`src/hdl/tt_pkg.sv`:
```
// Shared types, codes and character helpers for the text tokenizer.
`default_nettype none
package tt_pkg;

    localparam int POS_BITS = 16;

    localparam int KIND_BITS = 3;

    // token kinds
    localparam logic [KIND_BITS-1:0] KIND_WORD   = 3'd0;
    localparam logic [KIND_BITS-1:0] KIND_FUNC   = 3'd1;
    localparam logic [KIND_BITS-1:0] KIND_NUMBER = 3'd2;
    localparam logic [KIND_BITS-1:0] KIND_EQUAL  = 3'd3;
    localparam logic [KIND_BITS-1:0] KIND_COMMA  = 3'd4;
    localparam logic [KIND_BITS-1:0] KIND_LBRACE = 3'd5;
    localparam logic [KIND_BITS-1:0] KIND_RBRACE = 3'd6;
    localparam logic [KIND_BITS-1:0] KIND_UNREC  = 3'd7;

    // scan modes
    localparam logic [1:0] MODE_IDLE   = 2'd0;
    localparam logic [1:0] MODE_WORD   = 2'd1;
    localparam logic [1:0] MODE_NUMBER = 2'd2;

    // keyword match progress
    localparam logic [2:0] KW_NONE = 3'd0;
    localparam logic [2:0] KW_FULL = 3'd4;
    localparam logic [2:0] KW_DEAD = 3'd7;

    typedef logic [POS_BITS-1:0]  t_pos;
    typedef logic [KIND_BITS-1:0] t_kind;

    typedef struct packed {
        logic  is_alpha;
        logic  is_digit;
        logic  is_space;
        logic  is_single;   // one-byte token or unrecognized byte
        t_kind single_kind;
    } t_cls;

    typedef struct packed {
        t_kind kind;
        t_pos  start;
        t_pos  length;
        logic  last;
    } t_result;

    typedef struct packed {
        logic [1:0] cnt;    // results produced by this beat, 0..2
        t_result    res0;
        t_result    res1;
    } t_push;

    function automatic logic [7:0] kw_char(input logic [1:0] idx);
        logic [7:0] ch;
        case (idx)
            2'd0:    ch = 8'h66;  // f
            2'd1:    ch = 8'h75;  // u
            2'd2:    ch = 8'h6E;  // n
            default: ch = 8'h63;  // c
        endcase
        return ch;
    endfunction

    function automatic logic [2:0] kw_next(input logic [2:0] kw, input logic [7:0] c);
        logic [2:0] nk;
        if (kw < KW_FULL && c == kw_char(kw[1:0])) begin
            nk = kw + 3'd1;
        end else begin
            nk = KW_DEAD;
        end
        return nk;
    endfunction

    function automatic t_kind closed_kind(input logic [1:0] mode, input logic [2:0] kw);
        t_kind k;
        if (mode == MODE_NUMBER) begin
            k = KIND_NUMBER;
        end else if (kw == KW_FULL) begin
            k = KIND_FUNC;
        end else begin
            k = KIND_WORD;
        end
        return k;
    endfunction

endpackage
`default_nettype wire

```
`src/hdl/tt_class.sv`:
```
// Byte classifier: letter, digit, whitespace, single-byte tokens.
`default_nettype none
module tt_class (
    input  wire logic [7:0]  i_byte,
    output tt_pkg::t_cls     o_cls
);
    import tt_pkg::*;

    always_comb begin
        o_cls.is_alpha    = i_byte inside {[8'h41:8'h5A], [8'h61:8'h7A]};
        o_cls.is_digit    = i_byte inside {[8'h30:8'h39]};
        o_cls.is_space    = i_byte inside {8'h20, [8'h09:8'h0D]};
        o_cls.is_single   = !(o_cls.is_alpha || o_cls.is_digit || o_cls.is_space);
        case (i_byte)
            8'h3D:   o_cls.single_kind = KIND_EQUAL;
            8'h2C:   o_cls.single_kind = KIND_COMMA;
            8'h7B:   o_cls.single_kind = KIND_LBRACE;
            8'h7D:   o_cls.single_kind = KIND_RBRACE;
            default: o_cls.single_kind = KIND_UNREC;
        endcase
    end

endmodule
`default_nettype wire

```
`src/hdl/tt_scan.sv`:
```
// Scanner state and per-beat result formation (up to two results).
`default_nettype none
module tt_scan (
    input  wire logic        i_clk,
    input  wire logic        i_rst_n,
    input  wire logic        i_acc,
    input  wire logic [7:0]  i_byte,
    input  wire logic        i_end,
    input  tt_pkg::t_cls     i_cls,
    output tt_pkg::t_push    o_push
);
    import tt_pkg::*;

    logic [1:0] r_mode, n_mode;
    t_pos       r_ost,  n_ost;
    t_pos       r_pos,  n_pos;
    logic [2:0] r_kw,   n_kw;

    logic                 open_old;
    logic                 keep;
    t_pos                 diff;
    logic [POS_BITS:0]    len_end;
    t_result              res_close, res_single, res_end;
    logic                 do_close, do_single, do_end;

    always_comb begin
        open_old = (r_mode == MODE_WORD) || (r_mode == MODE_NUMBER);
        keep     = (r_mode == MODE_WORD && (i_cls.is_alpha || i_cls.is_digit)) ||
                   (r_mode == MODE_NUMBER && i_cls.is_digit);

        n_mode = r_mode;
        n_ost  = r_ost;
        n_kw   = r_kw;

        // close of the token open before this byte
        diff              = r_pos - r_ost;
        do_close          = !keep && open_old;
        res_close.kind    = closed_kind(r_mode, r_kw);
        res_close.start   = r_ost;
        res_close.length  = (diff == '0) ? t_pos'(1) : diff;
        res_close.last    = 1'b0;

        do_single         = 1'b0;
        res_single.kind   = i_cls.single_kind;
        res_single.start  = r_pos;
        res_single.length = t_pos'(1);
        res_single.last   = 1'b0;

        if (keep) begin
            if (r_mode == MODE_WORD) begin
                n_kw = kw_next(r_kw, i_byte);
            end
        end else begin
            n_mode = MODE_IDLE;
            n_kw   = KW_NONE;
            if (i_cls.is_alpha) begin
                n_mode = MODE_WORD;
                n_ost  = r_pos;
                n_kw   = kw_next(KW_NONE, i_byte);
            end else if (i_cls.is_digit) begin
                n_mode = MODE_NUMBER;
                n_ost  = r_pos;
            end else begin
                do_single = i_cls.is_single;
            end
        end

        // end of text closes whatever is open, including this byte
        len_end         = {1'b0, r_pos} - {1'b0, n_ost} + {{POS_BITS{1'b0}}, 1'b1};
        do_end          = i_end && ((n_mode == MODE_WORD) || (n_mode == MODE_NUMBER));
        res_end.kind    = closed_kind(n_mode, n_kw);
        res_end.start   = n_ost;
        res_end.length  = len_end[POS_BITS] ? '1 : len_end[POS_BITS-1:0];
        res_end.last    = 1'b0;

        o_push.cnt  = 2'd0;
        o_push.res0 = res_close;
        o_push.res1 = res_single;
        if (do_close) begin
            o_push.cnt = 2'd1;
            if (do_single) begin
                o_push.cnt  = 2'd2;
                o_push.res1 = res_single;
            end else if (do_end) begin
                o_push.cnt  = 2'd2;
                o_push.res1 = res_end;
            end
        end else if (do_single) begin
            o_push.cnt  = 2'd1;
            o_push.res0 = res_single;
        end else if (do_end) begin
            o_push.cnt  = 2'd1;
            o_push.res0 = res_end;
        end
        o_push.res0.last = (o_push.cnt == 2'd1);
        o_push.res1.last = 1'b1;
        if (!i_acc) begin
            o_push.cnt = 2'd0;
        end

        n_pos = (r_pos == '1) ? r_pos : r_pos + t_pos'(1);
        if (i_end) begin
            n_mode = MODE_IDLE;
            n_ost  = '0;
            n_kw   = KW_NONE;
            n_pos  = '0;
        end
    end

    always_ff @(posedge i_clk) begin
        if (!i_rst_n) begin
            r_mode <= MODE_IDLE;
            r_ost  <= '0;
            r_pos  <= '0;
            r_kw   <= KW_NONE;
        end else if (i_acc) begin
            r_mode <= n_mode;
            r_ost  <= n_ost;
            r_pos  <= n_pos;
            r_kw   <= n_kw;
        end
    end

endmodule
`default_nettype wire

```
`src/hdl/tt_rbuf.sv`:
```
// Four-entry result queue; takes up to two results per beat, sends one.
`default_nettype none
module tt_rbuf (
    input  wire logic        i_clk,
    input  wire logic        i_rst_n,
    input  tt_pkg::t_push    i_push,
    output logic             o_in_ready,
    output logic             o_valid,
    input  wire logic        i_ready,
    output tt_pkg::t_result  o_res
);
    import tt_pkg::*;

    t_result    r_mem [4];
    logic [1:0] r_wr, r_rd;
    logic [2:0] r_count;
    logic       pop;

    assign o_in_ready = (r_count <= 3'd2);
    assign o_valid    = (r_count != 3'd0);
    assign o_res      = r_mem[r_rd];
    assign pop        = o_valid && i_ready;

    always_ff @(posedge i_clk) begin
        if (i_push.cnt != 2'd0) begin
            r_mem[r_wr] <= i_push.res0;
        end
        if (i_push.cnt == 2'd2) begin
            r_mem[r_wr + 2'd1] <= i_push.res1;
        end
    end

    always_ff @(posedge i_clk) begin
        if (!i_rst_n) begin
            r_wr    <= '0;
            r_rd    <= '0;
            r_count <= '0;
        end else begin
            r_wr    <= r_wr + i_push.cnt;
            r_rd    <= r_rd + {1'b0, pop};
            r_count <= r_count + {1'b0, i_push.cnt} - {2'b00, pop};
        end
    end

endmodule
`default_nettype wire

```
`src/hdl/ir_text_tokenizer.sv`:
```
// Top level of the IR text tokenizer: byte stream in, token records out.
// A closed token is registered into the four-entry result queue and shows
//   on o_valid once the tokens ahead of it have been taken. Throughput: one
//   input beat per cycle while each byte yields at most one token and i_ready
//   holds; two tokens from one byte leave one at a time by the single output port.
// Reset: synchronous active-low i_rst_n clears scan mode, positions, keyword
//   progress and the result queue.
`default_nettype none
module ir_text_tokenizer (
    input  wire logic        i_clk,
    input  wire logic        i_rst_n,
    // byte stream
    input  wire logic        i_valid,
    output logic             o_ready,
    input  wire logic [7:0]  i_text_byte,
    input  wire logic        i_text_end,
    // token stream
    output logic             o_valid,
    input  wire logic        i_ready,
    output logic [2:0]       o_token_kind,
    output logic [15:0]      o_token_start,
    output logic [15:0]      o_token_length,
    output logic             o_run_last
);
    import tt_pkg::*;

    t_cls    w_cls;
    t_push   w_push;
    t_result w_res;
    logic    w_acc;

    // a beat is taken only when the queue can hold two more results
    assign w_acc = i_valid && o_ready;

    tt_class u_class (
        .i_byte (i_text_byte),
        .o_cls  (w_cls)
    );

    // mode, open-token start, position and keyword match live here
    tt_scan u_scan (
        .i_clk   (i_clk),
        .i_rst_n (i_rst_n),
        .i_acc   (w_acc),
        .i_byte  (i_text_byte),
        .i_end   (i_text_end),
        .i_cls   (w_cls),
        .o_push  (w_push)
    );

    // result queue decouples the two sides
    tt_rbuf u_rbuf (
        .i_clk      (i_clk),
        .i_rst_n    (i_rst_n),
        .i_push     (w_push),
        .o_in_ready (o_ready),
        .o_valid    (o_valid),
        .i_ready    (i_ready),
        .o_res      (w_res)
    );

    assign o_token_kind   = w_res.kind;
    assign o_token_start  = w_res.start;
    assign o_token_length = w_res.length;
    assign o_run_last     = w_res.last;

    // nothing is pushed without an accepted beat
    a_push_needs_beat: assert property (@(posedge i_clk) disable iff (!i_rst_n)
        !w_acc |-> (w_push.cnt == 2'd0))
        else $error("results pushed without an input beat");

    // a beat never yields more than two results
    a_push_max: assert property (@(posedge i_clk) disable iff (!i_rst_n)
        w_push.cnt != 2'd3)
        else $error("more than two results for one beat");

    // run_last marks only the final result of a beat
    a_last_single: assert property (@(posedge i_clk) disable iff (!i_rst_n)
        (w_push.cnt == 2'd1) |-> w_push.res0.last)
        else $error("lone result lacks run_last");

    a_last_pair: assert property (@(posedge i_clk) disable iff (!i_rst_n)
        (w_push.cnt == 2'd2) |-> (!w_push.res0.last && w_push.res1.last))
        else $error("run_last misplaced on result pair");

endmodule
`default_nettype wire

```
`config.mk`:
```
export PLATFORM = sky130hd
export DESIGN_NAME = ir_text_tokenizer
export DESIGN_NICKNAME = d
export VERILOG_FILES = /design/src/hdl/tt_pkg.sv /design/src/hdl/tt_class.sv /design/src/hdl/tt_scan.sv /design/src/hdl/tt_rbuf.sv /design/src/hdl/ir_text_tokenizer.sv
export SDC_FILE = /design/constraint.sdc
export NUM_CORES = 1
export LEC_CHECK = 0
export BUFFER_PORTS_ARGS = -buffer_cell sky130_fd_sc_hd__buf_4
export CAP_MARGIN = 15
export CORE_MARGIN = 2
export CORE_UTILIZATION = 63
export DETAILED_ROUTE_END_ITERATION = 6
export PLACE_DENSITY = 0.83
export RECOVER_POWER = 50
export SYNTH_ARGS = -nofsm -noshare
export SYNTH_HDL_FRONTEND = slang
export SYNTH_SLANG_ARGS = --single-unit
```
`constraint.sdc`:
```
create_clock -name i_clk -period 7 [get_ports i_clk]
set_input_delay 0.7 -clock i_clk [delete_from_list [all_inputs] [get_ports i_clk]]
set_output_delay 0.7 -clock i_clk [all_outputs]
set_load 0.02 [all_outputs]
```
==> summary.txt <==
Synthesis
  – Largest area contributor in the netlist: edfxtp_1
  – Gate Count Post-Synth: around 1100
  – Adder and majority gate portion of the synthesized area: 0.0583
  – Synth async-reset ratio: 0
  – Simple-Gate Fraction of Synth Area: 0.130
  – Area contributors post-synth: edfxtp_1 (36%), dfxtp_1 (8.3%), mux4_2 (7.0%)
  – Largest family of logic cells by synthesized area: compound AO/OA/AOI/OAI gates
  – Flip-flop and latch count after synthesis: ~190
  – Syn Area/Cell: about 11 sq um
  – Synth Area in Compound Gates: 0.200
  – Distinct cells, synth: 76
  – Synth warnings: 0
  – Number of synthesized flops with an enable pin: 140
  – Top-area cell type share of the netlist area: 0.364
  – Predominant post-synthesis flop cell: edfxtp_1
  – Syn Nets: roughly 1100
  – Xor/xnor share of the synthesized area: 0.0356
  – Synth Cell Area: 11600 sq um
  – Post-synthesis mux area share: 0.0818
  – Sequential cell area fraction in the yosys report: 0.447

STA
  – Achievable Freq: 169 MHz
  – Final Skew: 9.09 ps
  – Fin. max-slew vios: 19
  – RSZ-0062 raised after global routing: false
  – Relative slew slack: -0.102
  – Setup TNS: 0 ps
  – Final hold violation count: 0
  – Least-Margin Pin Slew: ~1700 ps
  – Period utilization: 0.847
  – Min cycle time layout: just under 6000 ps
  – Final setup vio count: 0

Placement
  – Hpwl dp: between 20 and 25 mm
  – Port Buffers: 50
  – Area after DPL: between 10000 and 15000 sq um
  – Inst Count DP: roughly 1300
  – RD Place Congestion: about 1

Detailed routing
  – Initial DRC count: about 1300
  – Routed Wire Length: between 30 and 40 mm
  – Post-route ant nets: 0
  – Vias per inst: 7.09
  – Routed wire per std cell: 23.9 microns
  – DRT Pass-1 Iters: 6
  – Vias: 9393
  – Detailed-route DRC error count: 0

Floorplanning
  – Die W: around 140 microns
  – Die Y-Extent: about 140 microns
  – I/O pin cnt: a little over 50
  – Starting Density: 0.643
  – Die area: a little under 20000 sq um
  – Row count: 49
  – Core area: ~18000 sq um

Global routing
  – Total GRT Usage: 0.330
  – GRT overflow: 0
  – Initial antenna violation count: 0
  – Global-route wire length before repair: 49.7 mm
  – Largest net degree at the start of global routing: 38
  – Vias in the first global route: a little over 9000

Setup path
  – Cell Chain, Critical Path: clkbuf_1 -> or4_2 -> o21ai_0 -> o21a_1 -> nor2_1 -> nand2_1 -> o21ai_0 -> ha_1 -> nor2_1 -> o31ai_1 -> or2_0 -> buf_4 -> nand2_1 -> clkbuf_2
  – CP bufs+invs: 3
  – CP startpoint kind: input pin
  – Crit path DAT: 5920 ps
  – WP data required: 6990 ps
  – Worst Setup End Kind: flop
  – Crit-path leading delay family: simple AND/OR/NAND/NOR gates
  – CP max stage cell: o31ai_1
  – Max FO, Critical Path: 32
  – Crit Path Class: input pin to flop
  – Max incr delay on CP: 770 ps

Pwr
  – Design Power: between 3 and 4 mW
  – Worst vdd ir: approximately 0.00019 V
  – Leakage power: approximately 4.3 nW
  – Power per cell area: approximately 250 nW/um^2

Layout
  – P&R area growth vs syn: 6.96%
  – Antenna cells: 0
  – Final instance area: around 12000 sq um
  – Finished Core Util: 0.688
  – Final Instance Count excl. Fillers: about 1300
  – Filler cell count: around 1300
  – NumNets Final: 1148
  – Share of layout cells above drive strength 1: 0.102

Flow run
  – Max Cap Viol: 1

Clock tree
  – CTS Buffer Depth: 2
  – H-tree depth: 4
  – Clock sinks: ~190
  – Clock Latency Late Sink: 450 ps
  – CTS tree: done
  – Setup Fix Bufs, Post-CTS: 0
  – CTS Buf Count: 17
  – Post-CTS Resized: 0
  – Root buffer cell: clkbuf_16
  – Clk pin slew, worst setup/hold paths: roughly 70 ps
  – CTS Hold Buffers Added: 0

Outcome
  – Violated checks: max-capacitance violations, max-slew violations
  – Status: complete, but fails checks

Worst hold path
  – Worst hold-check path type: flop to flop
report_power, final:
part	total, mW	switching (mW)	internal [mW]	leakage (nW)
sequential	1.36	0.0631	1.29	1.71
clock	0.943	0.467	0.476	0.276
combinational	0.794	0.498	0.296	2.35
registers in the layout, summed over array words and instances, names as in the netlist:
name            count
u_rbuf.r_rd         2
u_rbuf.r_wr         2
u_rbuf.r_mem      144
u_scan.r_pos       16
u_scan.r_ost       16
u_rbuf.r_count      3
u_scan.r_mode       2
u_scan.r_kw         3
synth_stat cells (5+ instances only):
library cell / instances
edfxtp_1: 140
o22ai_1: 91
nor2_1: 70
nand2_1: 60
clkbuf_1: 51
ha_1: 49
dfxtp_1: 48
a22o_1: 45
inv_1: 45
mux4_2: 36
a21oi_1: 35
o21ai_0: 32
buf_2: 31
xor2_1: 29
nor2b_1: 27
a22oi_1: 25
or3_1: 20
and3_1: 18
nor3_1: 18
xnor2_1: 18
nand2b_1: 15
nand3_1: 15
a21o_1: 13
and2_1: 13
o21a_1: 12
mux2i_1: 10
nand4_1: 9
o32ai_1: 6
a211oi_1: 5
o22ai_2: 5
routing by layer:
metal / vias to the layer above / routed length [microns] / GRT usage / share of wire
li1: 4166 / - / - / -
met1: 4490 / 12200 / 0.459 / 0.39
met2: 635 / 14800 / 0.512 / 0.47
met3: 102 / 3700 / 0.0795 / 0.12
met4: 0 / 877 / 0.111 / 0.028
met5: - / 0 / 0 / 0
final cells by class:
type                    instances  area [sq um]  area share
inverters                      45           169      0.0137
well taps                     229           287      0.0232
clock inverters                14           150      0.0122
flip-flops and latches        188          5160       0.418
repair buffers                 67           344      0.0278
clock buffers                  18           429      0.0347
multi-input cells             764          5810       0.470
metrics by stage:
step                      hold WS [ps]  worst slack (ps)
after floorplan                    435              1890
after global placement             447              1730
after detailed placement           475              1610
after CTS                          491              2090
after global routing               519               921
final                              499              1070
worst min-delay path, stage by stage, from the launching register on:
cell and delay (ps):
dfxtp_1 320, o21ai_0 80, nand2_1 60
path summary, 6_finish.rpt:
kind / startpoint / endpoint / slack (ps) / cells past startpoint
max: i_text_byte[2] / u_rbuf.r_mem[1][19] / 1070 / 14
min: u_rbuf.r_mem[3][0] / u_rbuf.r_mem[3][0] / 500 / 2
max reg2reg: u_scan.r_mode[1] / u_rbuf.r_mem[1][19] / 1710 / 13
min reg2reg: u_rbuf.r_mem[3][0] / u_rbuf.r_mem[3][0] / 500 / 2
kinds of logic after synthesis:
family,after synthesis
adder cells (fa/ha/maj),52
AO/OA/AOI/OAI,325
flip-flops,188
buffers and inverters,132
XOR/XNOR,47
AND/OR/NAND/NOR,291
multiplexers,49
placed cells by master, fill, tap and decap left out, drive strengths merged, types with 5 or more instances in the layout:
| cell | instances |
|---|---|
| o31ai | 6 |
| or2 | 9 |
| nand4 | 9 |
| nor2b | 27 |
| o22ai | 96 |
| nand2b | 15 |
| a21oi | 38 |
| o21a | 13 |
| or3 | 20 |
| clkbuf | 61 |
| xor2 | 29 |
| o32ai | 6 |
| nand3 | 15 |
| and2 | 13 |
| and3 | 18 |
| nor3 | 19 |
| a22o | 45 |
| a21o | 13 |
| inv | 52 |
| clkinv | 5 |
| a211oi | 6 |
| o21ai | 37 |
| mux2i | 10 |
| edfxtp | 140 |
| mux4 | 36 |
| dfxtp | 48 |
| buf | 24 |
| a22oi | 25 |
| ha | 49 |
| xnor2 | 18 |
| nand2 | 60 |
| nor2 | 71 |
(Power assumes the default switching activity.)
